==> config.mk <==
export PLATFORM = sky130hd
export DESIGN_NAME = multi_timer_expiry_scanner
export DESIGN_NICKNAME = d
export VERILOG_FILES = /design/src/rtl/mtes_pkg.sv /design/src/rtl/multi_timer_expiry_scanner.sv /design/src/rtl/mtes_front.sv /design/src/rtl/mtes_queue.sv /design/src/rtl/mtes_back.sv
export SDC_FILE = /design/constraint.sdc
export NUM_CORES = 2
export LEC_CHECK = 0
export BUFFER_PORTS_ARGS = -buffer_cell sky130_fd_sc_hd__buf_2
export CAP_MARGIN = 15
export CORE_MARGIN = 2
export CORE_UTILIZATION = 62
export DETAILED_ROUTE_END_ITERATION = 8
export GPL_TIMING_DRIVEN = 1
export PLACE_DENSITY_LB_ADDON = 0.3
export SYNTH_ARGS = -nofsm -noshare
export SYNTH_HDL_FRONTEND = slang
export SYNTH_SLANG_ARGS = --single-unit
==> constraint.sdc <==
create_clock -name clock -period 8.1 [get_ports clock]
set_input_delay 1.62 -clock clock [delete_from_list [all_inputs] [get_ports clock]]
set_output_delay 1.62 -clock clock [all_outputs]
set_load 0.01 [all_outputs]
==> src/rtl/mtes_pkg.sv <==
`default_nettype none
// ----------------------------------------------------------------------------
// mtes_pkg
// Shared types and constants of the multi-timer expiry scanner: field widths,
// command and result codes, the queued command entry and the back-end states.
// ----------------------------------------------------------------------------
package mtes_pkg;

   localparam int NUM_SLOTS_DEFAULT = 16;

   localparam int CMD_W  = 2;
   localparam int SLOT_W = 4;
   localparam int TIME_W = 32;
   localparam int TAG_W  = 16;
   localparam int KIND_W = 2;

   localparam logic [TIME_W-1:0] NEXT_DELAY_RESET = 32'd9999999;

   localparam int QUEUE_DEPTH = 2;

   localparam logic [CMD_W-1:0] CMD_ADD    = 2'd0;
   localparam logic [CMD_W-1:0] CMD_REMOVE = 2'd1;
   localparam logic [CMD_W-1:0] CMD_CHECK  = 2'd2;

   localparam logic [KIND_W-1:0] KIND_ACK     = 2'd0;
   localparam logic [KIND_W-1:0] KIND_FIRE    = 2'd1;
   localparam logic [KIND_W-1:0] KIND_SUMMARY = 2'd2;

   typedef enum logic [1:0] {
      OP_WRITE,
      OP_CLEAR,
      OP_NOP,
      OP_CHECK
   } op_type;

   typedef struct packed {
      op_type              op;
      logic [SLOT_W-1:0]   slot;
      logic [TIME_W-1:0]   stamp;
      logic [TIME_W-1:0]   period;
      logic [TAG_W-1:0]    tag;
   } cmd_entry_type;

   typedef enum logic [1:0] {
      BK_IDLE,
      BK_SCAN,
      BK_SUMMARY
   } back_state_type;

endpackage
`default_nettype wire

==> src/rtl/multi_timer_expiry_scanner.sv <==
`default_nettype none
// ----------------------------------------------------------------------------
// multi_timer_expiry_scanner
// Table of NUM_SLOTS timers with add, remove and check commands. A check
// reports every expired slot in ascending slot order, reloads periodic
// timers, frees one-shot timers and ends with the delay to the nearest expiry.
// ----------------------------------------------------------------------------
// Add, remove and unused commands give one acknowledgement each. A check
// holds the slot engine for a scan of every slot, paced by the slot table's
// single read port, which reads one slot per cycle; the scan pauses while a
// fire result waits in the output register. A two-entry command queue lets
// requests be accepted while the engine is busy. The max_next_delay register
// is written through the csr_ channel, which is always ready; write it only
// while the block is idle.
// ----------------------------------------------------------------------------
module multi_timer_expiry_scanner #(
   parameter int NUM_SLOTS = mtes_pkg::NUM_SLOTS_DEFAULT
) (
   input  wire logic                         clock,
   input  wire logic                         reset,
   input  wire logic                         csr_valid,
   output logic                              csr_ready,
   input  wire logic [mtes_pkg::TIME_W-1:0]  csr_max_next_delay,
   input  wire logic                         req_valid,
   output logic                              req_ready,
   input  wire logic [mtes_pkg::CMD_W-1:0]   req_command,
   input  wire logic [mtes_pkg::SLOT_W-1:0]  req_slot,
   input  wire logic [mtes_pkg::TIME_W-1:0]  req_expire_time,
   input  wire logic [mtes_pkg::TIME_W-1:0]  req_period,
   input  wire logic [mtes_pkg::TAG_W-1:0]   req_tag,
   input  wire logic [mtes_pkg::TIME_W-1:0]  req_now_time,
   output logic                              rsp_valid,
   input  wire logic                         rsp_ready,
   output logic [mtes_pkg::KIND_W-1:0]       rsp_kind,
   output logic [mtes_pkg::SLOT_W-1:0]       rsp_fired_slot,
   output logic [mtes_pkg::TAG_W-1:0]        rsp_fired_tag,
   output logic [mtes_pkg::TIME_W-1:0]       rsp_next_delay,
   output logic                              rsp_last
);
   import mtes_pkg::*;

   logic          q_full;
   logic          q_push;
   logic          q_pop;
   logic          q_valid;
   cmd_entry_type q_entry;
   cmd_entry_type q_head;

   assign csr_ready = 1'b1;

   mtes_front #(
      .NUM_SLOTS (NUM_SLOTS)
   ) u_front (
      .req_valid       (req_valid),
      .req_ready       (req_ready),
      .req_command     (req_command),
      .req_slot        (req_slot),
      .req_expire_time (req_expire_time),
      .req_period      (req_period),
      .req_tag         (req_tag),
      .req_now_time    (req_now_time),
      .q_full          (q_full),
      .q_push          (q_push),
      .q_entry         (q_entry)
   );

   mtes_queue u_queue (
      .clock   (clock),
      .reset   (reset),
      .q_push  (q_push),
      .q_entry (q_entry),
      .q_full  (q_full),
      .q_pop   (q_pop),
      .q_valid (q_valid),
      .q_head  (q_head)
   );

   mtes_back #(
      .NUM_SLOTS (NUM_SLOTS)
   ) u_back (
      .clock              (clock),
      .reset              (reset),
      .csr_valid          (csr_valid),
      .csr_max_next_delay (csr_max_next_delay),
      .q_valid            (q_valid),
      .q_head             (q_head),
      .q_pop              (q_pop),
      .rsp_valid          (rsp_valid),
      .rsp_ready          (rsp_ready),
      .rsp_kind           (rsp_kind),
      .rsp_fired_slot     (rsp_fired_slot),
      .rsp_fired_tag      (rsp_fired_tag),
      .rsp_next_delay     (rsp_next_delay),
      .rsp_last           (rsp_last)
   );

endmodule
`default_nettype wire

==> src/rtl/mtes_front.sv <==
`default_nettype none
// ----------------------------------------------------------------------------
// mtes_front
// Accepts request transfers, decodes the command and the slot range check,
// and pushes one classified entry into the command queue.
// ----------------------------------------------------------------------------
module mtes_front #(
   parameter int NUM_SLOTS = mtes_pkg::NUM_SLOTS_DEFAULT
) (
   input  wire logic                         req_valid,
   output logic                              req_ready,
   input  wire logic [mtes_pkg::CMD_W-1:0]   req_command,
   input  wire logic [mtes_pkg::SLOT_W-1:0]  req_slot,
   input  wire logic [mtes_pkg::TIME_W-1:0]  req_expire_time,
   input  wire logic [mtes_pkg::TIME_W-1:0]  req_period,
   input  wire logic [mtes_pkg::TAG_W-1:0]   req_tag,
   input  wire logic [mtes_pkg::TIME_W-1:0]  req_now_time,
   input  wire logic                         q_full,
   output logic                              q_push,
   output mtes_pkg::cmd_entry_type           q_entry
);
   import mtes_pkg::*;

   localparam int RANGE_W = 9;

   logic in_range;

   assign in_range  = RANGE_W'(req_slot) < RANGE_W'(NUM_SLOTS);
   assign req_ready = !q_full;
   assign q_push    = req_valid && !q_full;

   always_comb begin
      q_entry.slot   = req_slot;
      q_entry.period = req_period;
      q_entry.tag    = req_tag;
      q_entry.stamp  = req_expire_time;
      unique case (req_command)
         CMD_ADD: begin
            q_entry.op = in_range ? OP_WRITE : OP_NOP;
         end
         CMD_REMOVE: begin
            q_entry.op = in_range ? OP_CLEAR : OP_NOP;
         end
         CMD_CHECK: begin
            q_entry.op    = OP_CHECK;
            q_entry.stamp = req_now_time;
         end
         default: begin
            q_entry.op = OP_NOP;
         end
      endcase
   end

endmodule
`default_nettype wire

==> src/rtl/mtes_queue.sv <==
`default_nettype none
// ----------------------------------------------------------------------------
// mtes_queue
// Short command queue between the front end and the slot engine, so that
// each side can stall on its own.
// ----------------------------------------------------------------------------
module mtes_queue (
   input  wire logic                     clock,
   input  wire logic                     reset,
   input  wire logic                     q_push,
   input  mtes_pkg::cmd_entry_type       q_entry,
   output logic                          q_full,
   input  wire logic                     q_pop,
   output logic                          q_valid,
   output mtes_pkg::cmd_entry_type       q_head
);
   import mtes_pkg::*;

   localparam int PTR_W = (QUEUE_DEPTH > 1) ? $clog2(QUEUE_DEPTH) : 1;
   localparam int CNT_W = $clog2(QUEUE_DEPTH + 1);

   cmd_entry_type     entries_ff [QUEUE_DEPTH];
   logic [PTR_W-1:0]  wr_ptr_ff, wr_ptr_in;
   logic [PTR_W-1:0]  rd_ptr_ff, rd_ptr_in;
   logic [CNT_W-1:0]  count_ff, count_in;

   assign q_full  = count_ff == CNT_W'(QUEUE_DEPTH);
   assign q_valid = count_ff != '0;
   assign q_head  = entries_ff[rd_ptr_ff];

   always_comb begin
      wr_ptr_in = wr_ptr_ff;
      rd_ptr_in = rd_ptr_ff;
      count_in  = count_ff;
      if (q_push) begin
         wr_ptr_in = (wr_ptr_ff == PTR_W'(QUEUE_DEPTH - 1)) ? '0 : wr_ptr_ff + 1'b1;
      end
      if (q_pop) begin
         rd_ptr_in = (rd_ptr_ff == PTR_W'(QUEUE_DEPTH - 1)) ? '0 : rd_ptr_ff + 1'b1;
      end
      if (q_push && !q_pop) begin
         count_in = count_ff + 1'b1;
      end else if (q_pop && !q_push) begin
         count_in = count_ff - 1'b1;
      end
   end

   always_ff @(posedge clock) begin
      if (reset) begin
         wr_ptr_ff <= '0;
         rd_ptr_ff <= '0;
         count_ff  <= '0;
      end else begin
         wr_ptr_ff <= wr_ptr_in;
         rd_ptr_ff <= rd_ptr_in;
         count_ff  <= count_in;
      end
   end

   always_ff @(posedge clock) begin
      if (q_push) begin
         entries_ff[wr_ptr_ff] <= q_entry;
      end
   end

endmodule
`default_nettype wire

==> src/rtl/mtes_back.sv <==
`default_nettype none
// ----------------------------------------------------------------------------
// mtes_back
// Slot engine: holds the timer table, applies add and remove, runs the
// three-stage check scan (read, fire test and reload, delay minimum) and
// drives the registered result channel.
// ----------------------------------------------------------------------------
module mtes_back #(
   parameter int NUM_SLOTS = mtes_pkg::NUM_SLOTS_DEFAULT
) (
   input  wire logic                         clock,
   input  wire logic                         reset,
   input  wire logic                         csr_valid,
   input  wire logic [mtes_pkg::TIME_W-1:0]  csr_max_next_delay,
   input  wire logic                         q_valid,
   input  mtes_pkg::cmd_entry_type           q_head,
   output logic                              q_pop,
   output logic                              rsp_valid,
   input  wire logic                         rsp_ready,
   output logic [mtes_pkg::KIND_W-1:0]       rsp_kind,
   output logic [mtes_pkg::SLOT_W-1:0]       rsp_fired_slot,
   output logic [mtes_pkg::TAG_W-1:0]        rsp_fired_tag,
   output logic [mtes_pkg::TIME_W-1:0]       rsp_next_delay,
   output logic                              rsp_last
);
   import mtes_pkg::*;

   localparam int IDX_W = (NUM_SLOTS > 1) ? $clog2(NUM_SLOTS) : 1;
   localparam int CNT_W = $clog2(NUM_SLOTS + 1);
   localparam int EXT_W = (IDX_W > SLOT_W) ? IDX_W : SLOT_W;

   // slot table
   logic [TIME_W-1:0] mem_expiry [NUM_SLOTS];
   logic [TIME_W-1:0] mem_period [NUM_SLOTS];
   logic [TAG_W-1:0]  mem_tag    [NUM_SLOTS];
   logic [NUM_SLOTS-1:0] slot_valid_ff, slot_valid_in;

   back_state_type state_ff, state_in;

   logic [TIME_W-1:0] max_delay_ff, max_delay_in;
   logic [TIME_W-1:0] now_ff, now_in;
   logic [TIME_W-1:0] next_ff, next_in;
   logic [CNT_W-1:0]  rd_cnt_ff, rd_cnt_in;

   // read stage
   logic              s2_vld_ff, s2_vld_in;
   logic              s2_live_ff;
   logic [IDX_W-1:0]  s2_idx_ff;
   logic [TIME_W-1:0] s2_exp_ff;
   logic [TIME_W-1:0] s2_per_ff;
   logic [TAG_W-1:0]  s2_tag_ff;

   // delay stage
   logic              s3_vld_ff, s3_vld_in;
   logic [TIME_W-1:0] s3_exp_ff, s3_exp_in;

   // result register
   logic              rsp_valid_ff, rsp_valid_in;
   logic [KIND_W-1:0] rsp_kind_ff, rsp_kind_in;
   logic [SLOT_W-1:0] rsp_slot_ff, rsp_slot_in;
   logic [TAG_W-1:0]  rsp_tag_ff, rsp_tag_in;
   logic [TIME_W-1:0] rsp_delay_ff, rsp_delay_in;
   logic              rsp_last_ff, rsp_last_in;

   logic              out_free;
   logic              load_rsp;
   logic              issue_done;
   logic              rd_en;
   logic              fire;
   logic              adv2;
   logic              one_shot;
   logic [TIME_W-1:0] reload_exp;
   logic [TIME_W-1:0] delay;
   logic [IDX_W-1:0]  rd_idx;
   logic [EXT_W-1:0]  head_ext;
   logic [IDX_W-1:0]  head_idx;
   logic [EXT_W-1:0]  fire_ext;
   logic              do_write;
   logic              do_reload;

   assign out_free   = !rsp_valid_ff || rsp_ready;
   assign issue_done = rd_cnt_ff == CNT_W'(NUM_SLOTS);
   assign rd_idx     = rd_cnt_ff[IDX_W-1:0];
   assign head_ext   = EXT_W'(q_head.slot);
   assign head_idx   = head_ext[IDX_W-1:0];
   assign fire_ext   = EXT_W'(s2_idx_ff);

   assign fire       = s2_vld_ff && s2_live_ff && (now_ff >= s2_exp_ff);
   assign one_shot   = s2_per_ff == '0;
   assign reload_exp = s2_exp_ff + s2_per_ff;
   assign adv2       = !fire || out_free;
   assign delay      = s3_exp_ff - now_ff;

   assign max_delay_in = csr_valid ? csr_max_next_delay : max_delay_ff;

   // next state
   always_comb begin
      state_in = state_ff;
      unique case (state_ff)
         BK_IDLE: begin
            if (q_pop && q_head.op == OP_CHECK) begin
               state_in = BK_SCAN;
            end
         end
         BK_SCAN: begin
            if (issue_done && !s2_vld_ff && !s3_vld_ff) begin
               state_in = BK_SUMMARY;
            end
         end
         BK_SUMMARY: begin
            if (out_free) begin
               state_in = BK_IDLE;
            end
         end
         default: begin
            state_in = BK_IDLE;
         end
      endcase
   end

   // outputs and datapath control
   always_comb begin
      q_pop         = 1'b0;
      rd_en         = 1'b0;
      load_rsp      = 1'b0;
      do_write      = 1'b0;
      do_reload     = 1'b0;
      slot_valid_in = slot_valid_ff;
      now_in        = now_ff;
      next_in       = next_ff;
      rd_cnt_in     = rd_cnt_ff;
      s2_vld_in     = s2_vld_ff;
      s3_vld_in     = 1'b0;
      s3_exp_in     = s3_exp_ff;
      rsp_kind_in   = rsp_kind_ff;
      rsp_slot_in   = rsp_slot_ff;
      rsp_tag_in    = rsp_tag_ff;
      rsp_delay_in  = rsp_delay_ff;
      rsp_last_in   = rsp_last_ff;
      unique case (state_ff)
         BK_IDLE: begin
            q_pop = q_valid && (q_head.op == OP_CHECK || out_free);
            if (q_pop) begin
               unique case (q_head.op)
                  OP_CHECK: begin
                     now_in    = q_head.stamp;
                     next_in   = max_delay_ff;
                     rd_cnt_in = '0;
                  end
                  OP_WRITE: begin
                     do_write                = 1'b1;
                     slot_valid_in[head_idx] = 1'b1;
                  end
                  OP_CLEAR: begin
                     slot_valid_in[head_idx] = 1'b0;
                  end
                  default: begin
                  end
               endcase
               if (q_head.op != OP_CHECK) begin
                  load_rsp     = 1'b1;
                  rsp_kind_in  = KIND_ACK;
                  rsp_slot_in  = '0;
                  rsp_tag_in   = '0;
                  rsp_delay_in = '0;
                  rsp_last_in  = 1'b1;
               end
            end
         end
         BK_SCAN: begin
            rd_en = adv2 && !issue_done;
            if (rd_en) begin
               rd_cnt_in = rd_cnt_ff + 1'b1;
            end
            if (adv2) begin
               s2_vld_in = rd_en;
               s3_vld_in = s2_vld_ff && s2_live_ff && !(fire && one_shot);
               s3_exp_in = fire ? reload_exp : s2_exp_ff;
            end
            if (fire && out_free) begin
               load_rsp     = 1'b1;
               rsp_kind_in  = KIND_FIRE;
               rsp_slot_in  = fire_ext[SLOT_W-1:0];
               rsp_tag_in   = s2_tag_ff;
               rsp_delay_in = '0;
               rsp_last_in  = 1'b0;
               if (one_shot) begin
                  slot_valid_in[s2_idx_ff] = 1'b0;
               end else begin
                  do_reload = 1'b1;
               end
            end
            if (s3_vld_ff && delay < next_ff) begin
               next_in = delay;
            end
         end
         BK_SUMMARY: begin
            if (out_free) begin
               load_rsp     = 1'b1;
               rsp_kind_in  = KIND_SUMMARY;
               rsp_slot_in  = '0;
               rsp_tag_in   = '0;
               rsp_delay_in = next_ff;
               rsp_last_in  = 1'b1;
            end
         end
         default: begin
         end
      endcase
   end

   always_comb begin
      rsp_valid_in = rsp_valid_ff;
      if (load_rsp) begin
         rsp_valid_in = 1'b1;
      end else if (rsp_ready) begin
         rsp_valid_in = 1'b0;
      end
   end

   always_ff @(posedge clock) begin
      if (reset) begin
         state_ff      <= BK_IDLE;
         slot_valid_ff <= '0;
         max_delay_ff  <= NEXT_DELAY_RESET;
         s2_vld_ff     <= 1'b0;
         s3_vld_ff     <= 1'b0;
         rsp_valid_ff  <= 1'b0;
         rd_cnt_ff     <= '0;
      end else begin
         state_ff      <= state_in;
         slot_valid_ff <= slot_valid_in;
         max_delay_ff  <= max_delay_in;
         s2_vld_ff     <= s2_vld_in;
         s3_vld_ff     <= s3_vld_in;
         rsp_valid_ff  <= rsp_valid_in;
         rd_cnt_ff     <= rd_cnt_in;
      end
   end

   always_ff @(posedge clock) begin
      now_ff    <= now_in;
      next_ff   <= next_in;
      s3_exp_ff <= s3_exp_in;
      if (load_rsp) begin
         rsp_kind_ff  <= rsp_kind_in;
         rsp_slot_ff  <= rsp_slot_in;
         rsp_tag_ff   <= rsp_tag_in;
         rsp_delay_ff <= rsp_delay_in;
         rsp_last_ff  <= rsp_last_in;
      end
   end

   // table write port
   always_ff @(posedge clock) begin
      if (do_write) begin
         mem_expiry[head_idx] <= q_head.stamp;
         mem_period[head_idx] <= q_head.period;
         mem_tag[head_idx]    <= q_head.tag;
      end else if (do_reload) begin
         mem_expiry[s2_idx_ff] <= reload_exp;
      end
   end

   // table read port
   always_ff @(posedge clock) begin
      if (rd_en) begin
         s2_exp_ff  <= mem_expiry[rd_idx];
         s2_per_ff  <= mem_period[rd_idx];
         s2_tag_ff  <= mem_tag[rd_idx];
         s2_live_ff <= slot_valid_ff[rd_idx];
         s2_idx_ff  <= rd_idx;
      end
   end

   assign rsp_valid      = rsp_valid_ff;
   assign rsp_kind       = rsp_kind_ff;
   assign rsp_fired_slot = rsp_slot_ff;
   assign rsp_fired_tag  = rsp_tag_ff;
   assign rsp_next_delay = rsp_delay_ff;
   assign rsp_last       = rsp_last_ff;

endmodule
`default_nettype wire
# After elaboration in Yosys (flattened, before gate mapping)
# Memory sizes are Yosys's and may differ from the RTL's. A register that Yosys moved wholly into a read port is not among the register bits.
# Cells that the tools add are included.
dict set report classes {
  addsub 7
  order_cmp 7
  n_eq_ne 20
  mux 82
  bitwise 7
  reduce_logical 46
}
# cell n
set ops {}
lappend ops {{2-to-1 mux 32 bit} 10}
lappend ops {{2-to-1 mux 16 bit} 7}
lappend ops {{case mux 32 bit (3 select lines)} 1}
lappend ops {{case mux 16 bit (2 select lines)} 2}
lappend ops {{case mux 32 bit (2 select lines)} 1}
lappend ops {{case mux 16 bit (3 select lines)} 1}
lappend ops {{2-to-1 mux 1 bit} 33}
lappend ops {{adder 32 bit} 1}
lappend ops {{AND 16 bit} 2}
lappend ops {{greater-or-equal comparator 32 bit} 1}
lappend ops {{logical NOT 32 bit} 1}
lappend ops {{< comparator 32 bit} 1}
lappend ops {{inverter 16 bit} 2}
lappend ops {{OR reduction 32 bit} 1}
lappend ops {{subtractor 32 bit} 1}
lappend ops {{2-to-1 mux 4 bit} 5}
lappend ops {{!= test 2 x 1 -> 1 bit (second input constant)} 10}
lappend ops {{2-to-1 mux 2 bit} 9}
lappend ops {{case mux 2 bit (3 select lines)} 3}
lappend ops {{logical AND 1 bit} 16}
lappend ops {{bitwise OR 16 bit} 1}
lappend ops {{< comparator 4 x 5 -> 1 bit (second input constant)} 3}
lappend ops {{2-to-1 mux 5 bit} 3}
lappend ops {{case mux 4 bit (3 select lines)} 1}
lappend ops {{26 further kinds} 53}
dict set report word_totals {
  register_bits 218
  mem_bits_rw 1452
  in_bits 155
  mem_count 4
}
# memory words width rd rd_ports_with_merged_regs write_ports line
set memory_table {}
lappend memory_table {u_back.mem_expiry 16 32 1 1 1 mtes_back.sv:33} ;# logic [TIME_W-1:0] mem_expiry [NUM_SLOTS];
lappend memory_table {u_back.mem_period 16 32 1 1 1 mtes_back.sv:34} ;# logic [TIME_W-1:0] mem_period [NUM_SLOTS];
lappend memory_table {u_back.mem_tag 16 16 1 1 1 mtes_back.sv:35} ;# logic [TAG_W-1:0] mem_tag [NUM_SLOTS];
lappend memory_table {u_queue.entries_ff 2 86 1 1 1 mtes_queue.sv:22} ;# cmd_entry_type entries_ff [QUEUE_DEPTH];

# Depth between registers and ports, before layout
dict set report depth {
  ltp_word 10
  depth_mapped 21
}

# Cells and area by module
# From an unflattened synthesis, not the netlist that was laid out.
dict set report hier_totals {
  hier_cells 3730
  hier_area_um2 71835.1
}
# mod instances cells_per_inst area_each_um2
set modules_own_cells {}
lappend modules_own_cells {mtes_back 1 3343 64226.6}
lappend modules_own_cells {mtes_queue 1 290 6617.6}
lappend modules_own_cells {mtes_front 1 95 979.7}
lappend modules_own_cells {multi_timer_expiry_scanner 1 2 11.3}

# Worst setup path before layout
# OpenSTA, ideal clock, no wires.
dict set report synth_timing {
  kind {reg-to-reg}
  startpoint {register u_back.s3_exp_ff[0]}
  endpoint {register u_back.next_ff[0], enable pin}
  setup_time_ps 466
  arrival_time_ps 5812
  required_ps 7634
  slack_ps 1822
  path_stages_with_launch 22
  n_path_buf 0
  path_cell_list {edfxtp_1 -> inv_1 -> ha_1 -> inv_1 -> fa_1 -> a21o_1 -> a311oi_1 -> o211ai_1 -> o2111ai_1 -> a31oi_1 -> o311a_1 -> nor2_1 -> xnor2_1 -> ha_1 -> a21oi_1 -> nor2b_1 -> o21ai_0 -> nand2b_1 -> a21oi_1 -> a2bb2oi_1 -> a311oi_1 -> o21ai_0}
}
dict set report synth_via {
  elab_chain_len 5
}
# element line
set synth_lines {}
lappend synth_lines {{from (decl)} mtes_back.sv:55} ;# logic [TIME_W-1:0] s3_exp_ff, s3_exp_in;
lappend synth_lines {{from (signal assigned)} mtes_back.sv:244} ;# s3_exp_ff <= s3_exp_in;
lappend synth_lines {{subtractor 32 bit} mtes_back.sv:92} ;# assign delay = s3_exp_ff - now_ff;
lappend synth_lines {{< comparator 32 bit} mtes_back.sv:193} ;# if (s3_vld_ff && delay < next_ff) begin
lappend synth_lines {{logical AND 1 bit} mtes_back.sv:193}
lappend synth_lines {{!= test 2 x 1 -> 1 bit (no line)} --}
lappend synth_lines {{AND reduction 4 bit (no line)} --}
lappend synth_lines {{to (signal assigned)} mtes_back.sv:243} ;# next_ff <= next_in;
lappend synth_lines {{to (decl)} mtes_back.sv:42} ;# logic [TIME_W-1:0] next_ff, next_in;
# No other way between the ends.
# A chain may end at the register's enable or synchronous reset.

# Worst setup path after layout
dict set report layout_timing {
  startpoint {register u_back.s3_exp_ff[0]}
  endpoint {register u_back.next_ff[13], enable pin}
}
# The elaborated chain is that of the path after synthesis.

==> results.sh <==
export IMPL_final_cell_mix="edfxtp_1, mux4_2, buf_2, clkbuf_16, mux2_2"
export IMPL_syn_nets=3947
export IMPL_cp_required_ps=8530
export IMPL_io_pins=213
export IMPL_grt_start_max_net_pins=148
export IMPL_via_per_inst=6.559
export IMPL_gp_congestion=0.9052
export IMPL_root_buffer="clkbuf_16"
export IMPL_drive_above_1_share_pct=27.64
export IMPL_slowest_delay_ps=400
export IMPL_critPathArrivalTime_ps=5320
export IMPL_slew_headroom_pct=23.58
export IMPL_clock_skew_ps=40.61
export IMPL_holdBufCountCts=0
export IMPL_drc=0
export IMPL_grt_pass1_wl_mm=248.0
export IMPL_place_port_buffers=211
export IMPL_worstReg2RegStart="u_back.s3_exp_ff[0]"
export IMPL_worstSetupStartpointType="flip-flop"
export IMPL_finalSetupTns_ps=0
export IMPL_setup_viol=0
export IMPL_synth_edf_count=1688
export IMPL_power_leakage_uw=0.02622
export IMPL_worst_slew_pin_slew_ps=1146
export IMPL_crit_type="flip-flop to flip-flop"
export IMPL_die_h_um=342.7
export IMPL_worst_hold_path_type="flip-flop to flip-flop"
export IMPL_num_vias=36660
export IMPL_area_growth_pct=11.84
export IMPL_dr_pass1_iters=5
export IMPL_hold_viol=0
export IMPL_num_rows=124
export IMPL_antenna_found_initial=4
export IMPL_drt_initial_drc_count=4506
export IMPL_multi_input_area_mm2=0.01822
export IMPL_maxSlewViolCount=0
export IMPL_seq_area_mm2=0.05197
export IMPL_ant_nets=0
export IMPL_grt_overflow=0
export IMPL_synth_seq_cells=1751
export IMPL_final_common_cell="edfxtp_1"
export IMPL_yosys_warnings=0
export IMPL_crit_buf_inv=3
export IMPL_rsz0062_at_grt="no"
export IMPL_cts_tree="done"
export IMPL_dieArea_mm2=0.1175
export IMPL_crit_fanout=31
export IMPL_max_cap_violations=0
export IMPL_wl_per_cell_um=30.28
export IMPL_async_reset_ff_share_pct=0
export IMPL_path_cells="inv_1, ha_1, inv_1, fa_1, a21o_1, a311oi_1, o211ai_1, o2111ai_1, a31oi_1, o311a_1, nor2_1, xnor2_1, ha_1, a21oi_1, nor2b_1, o21ai_0, nand2b_1, a21oi_1, a2bb2oi_1, a311oi_1, o21ai_2, buf_4"
export IMPL_min_period_over_period_pct=60.44
export IMPL_cp_slowest_cell="fa_1"
export IMPL_avgSynthCellArea_um2=19.44
export IMPL_syn_inst=3660
export IMPL_clock_fmax_ghz=0.2043
export IMPL_cp_end_kind="flip-flop"
export IMPL_numCtsBuffers=168
export IMPL_wl_mm=169.3
export IMPL_run_status="finished clean"
export IMPL_fin_area_mm2=0.07956
export IMPL_die_w_um=342.7
export IMPL_place_area_mm2=0.07420
export IMPL_post_cts_resized=0
export IMPL_cts_max_level=4
export IMPL_syn_area_mm2=0.07114
export IMPL_start_util_pct=62.38
export IMPL_dp_hpwl_mm=96.16
export IMPL_crit_start="u_back.s3_exp_ff[0]"
export IMPL_synth_top_flop_cell="edfxtp_1"
export IMPL_nets=4227
export IMPL_core_area_mm2=0.1140
export IMPL_clock_sinks=1751
export IMPL_layout_min_cycle_time_ps=4896
export IMPL_clk_path_buf_depth=3
export IMPL_synthDistinctLibCells=79
export IMPL_grt_usage_pct=29.26
export IMPL_clkLatencyLatePin_ps=790
export IMPL_post_cts_buffers=0
export IMPL_synth_seq_area_share_pct=73.03
export IMPL_clk_pin_slew_ps=60
export IMPL_critPathTopFamily="compound AO/OA/AOI/OAI gates"
export IMPL_grt_pass1_vias=36880
export IMPL_powerDensity_mw_per_mm2=292.2
export IMPL_vdd_ir_drop_max_mv=0.2254
export IMPL_fillCellCount=6884
==> synthesized netlist by cell type, types with 5 or more instances <==
| master | number | share of area (%) |
|---|---|---|
| nand2_1 | 142 | 0.75 |
| or3_1 | 7 | 0.062 |
| and2_1 | 57 | 0.50 |
| ha_1 | 130 | 2.3 |
| clkbuf_1 | 102 | 0.54 |
| a21oi_1 | 107 | 0.75 |
| mux2_2 | 155 | 2.5 |
| o21a_1 | 14 | 0.15 |
| a31oi_1 | 26 | 0.23 |
| o21ai_0 | 83 | 0.58 |
| o21bai_1 | 8 | 0.084 |
| nor3b_1 | 6 | 0.063 |
| nor2_1 | 74 | 0.39 |
| nor3_1 | 9 | 0.063 |
| inv_1 | 144 | 0.76 |
| nor2b_1 | 32 | 0.28 |
| buf_1 | 56 | 0.30 |
| edfxtp_1 | 1688 | 71 |
| nand4b_1 | 5 | 0.062 |
| a211o_1 | 18 | 0.22 |
| buf_2 | 5 | 0.035 |
| nand3b_1 | 6 | 0.063 |
| a31o_2 | 5 | 0.062 |
| and3_1 | 7 | 0.062 |
| o211ai_1 | 11 | 0.12 |
| nand2b_1 | 22 | 0.19 |
| nor4_1 | 10 | 0.088 |
| xor2_1 | 24 | 0.30 |
| o31ai_1 | 7 | 0.074 |
| mux2i_1 | 24 | 0.34 |
| dfxtp_1 | 63 | 1.8 |
| xnor2_1 | 38 | 0.47 |
| a21o_1 | 51 | 0.54 |
| a211oi_1 | 8 | 0.084 |
| mux4_2 | 405 | 13 |
| nand3_1 | 26 | 0.18 |
| nand4_1 | 15 | 0.13 |
| a311oi_1 | 5 | 0.062 |
| o32ai_1 | 5 | 0.062 |
==> layer usage <==
| metal | up-vias | part of all wire, % | track usage (%) |
|---|---|---|---|
| met2 | 2108 | 48 | 45.36 |
| met3 | 273 | 8.8 | 4.881 |
| li1 | 15380 | - | - |
| met4 | 2 | 3.0 | 9.320 |
| met5 | - | 0.0077 | 0 |
| met1 | 18900 | 41 | 43.44 |
==> kinds of logic (layout without fill, tap and decap cells) <==
logic type	Yosys count	in the layout	share of synthesized area (%)
simple gates	432	432	3.059
flops	1751	1751	73.03
xor+xnor	62	62	0.7633
other cells	1	5	0.005272
compound gates	388	388	3.518
buf+inv	310	724	1.671
fa+ha+maj	132	132	2.343
mux	584	584	15.61
==> worst register-to-register path: cells and delay by family, from the launching register on <==
family	cells	cell delay, ps
AOI/OAI and AO/OA	12	2460
xor gates and xnor gates	1	160
adders and majority gates	3	830
buffers and inverters	3	490
DFF	1	350
and+or+nand+nor	3	250
==> layout make-up <==
cell class / count / area share (%)
Sequential cell: 1751 / 65.32
Clock buffer: 208 / 5.578
Clock inverter: 96 / 1.101
Inverter: 144 / 0.6826
Timing Repair Buffer: 276 / 2.029
Antenna cell: 4 / 0.01258
Multi-Input combinational cell: 1599 / 22.90
Tap cell: 1512 / 2.378
==> through the flow <==
| step | std cells | setup slack (ps) | hold WS, ps | utilization [%] | power [uW] |
|---|---|---|---|---|---|
| after floorplan | 3660 | 1823 | 406.4 | - | 14360 |
| after global placement | 5281 | 3202 | 477.9 | 65.07 | 15620 |
| after detailed placement | 5281 | 3152 | 474.4 | 65.07 | 15750 |
| after CTS | 5585 | 3186 | 485.8 | 69.73 | 23330 |
| after global routing | 5586 | 2691 | 513.0 | 69.76 | 24040 |
| final | 5590 | 3204 | 491.7 | 69.77 | 23250 |
==> power breakdown <==
part           switching (uW)  total (uW)  internal [uW]
logic                    2560        4060           1500
registers                 323       11600          11300
clock network            3350        7610           4260
==> final timing paths <==
kind                   endpoint  slack [ps]  cells after the start
min reg2reg           flip-flop         490                      2
max          u_back.next_ff[13]        3200                     22
max reg2reg  u_back.next_ff[13]        3200                     22
min                   flip-flop         490                      2
==> state kept, by name, indices dropped and copies added (netlist names), 32 cells and up, named ones only <==
name / flops
u_back.max_delay_ff: 32
u_back.mem_expiry: 512
u_back.mem_period: 512
u_back.mem_tag: 256
u_back.next_ff: 32
u_back.now_ff: 32
u_back.rsp_next_delay: 32
u_back.s2_exp_ff: 32
u_back.s2_per_ff: 32
u_back.s3_exp_ff: 32
u_queue.entries_ff: 172
No activity file was read; power rests on OpenSTA's default activity.
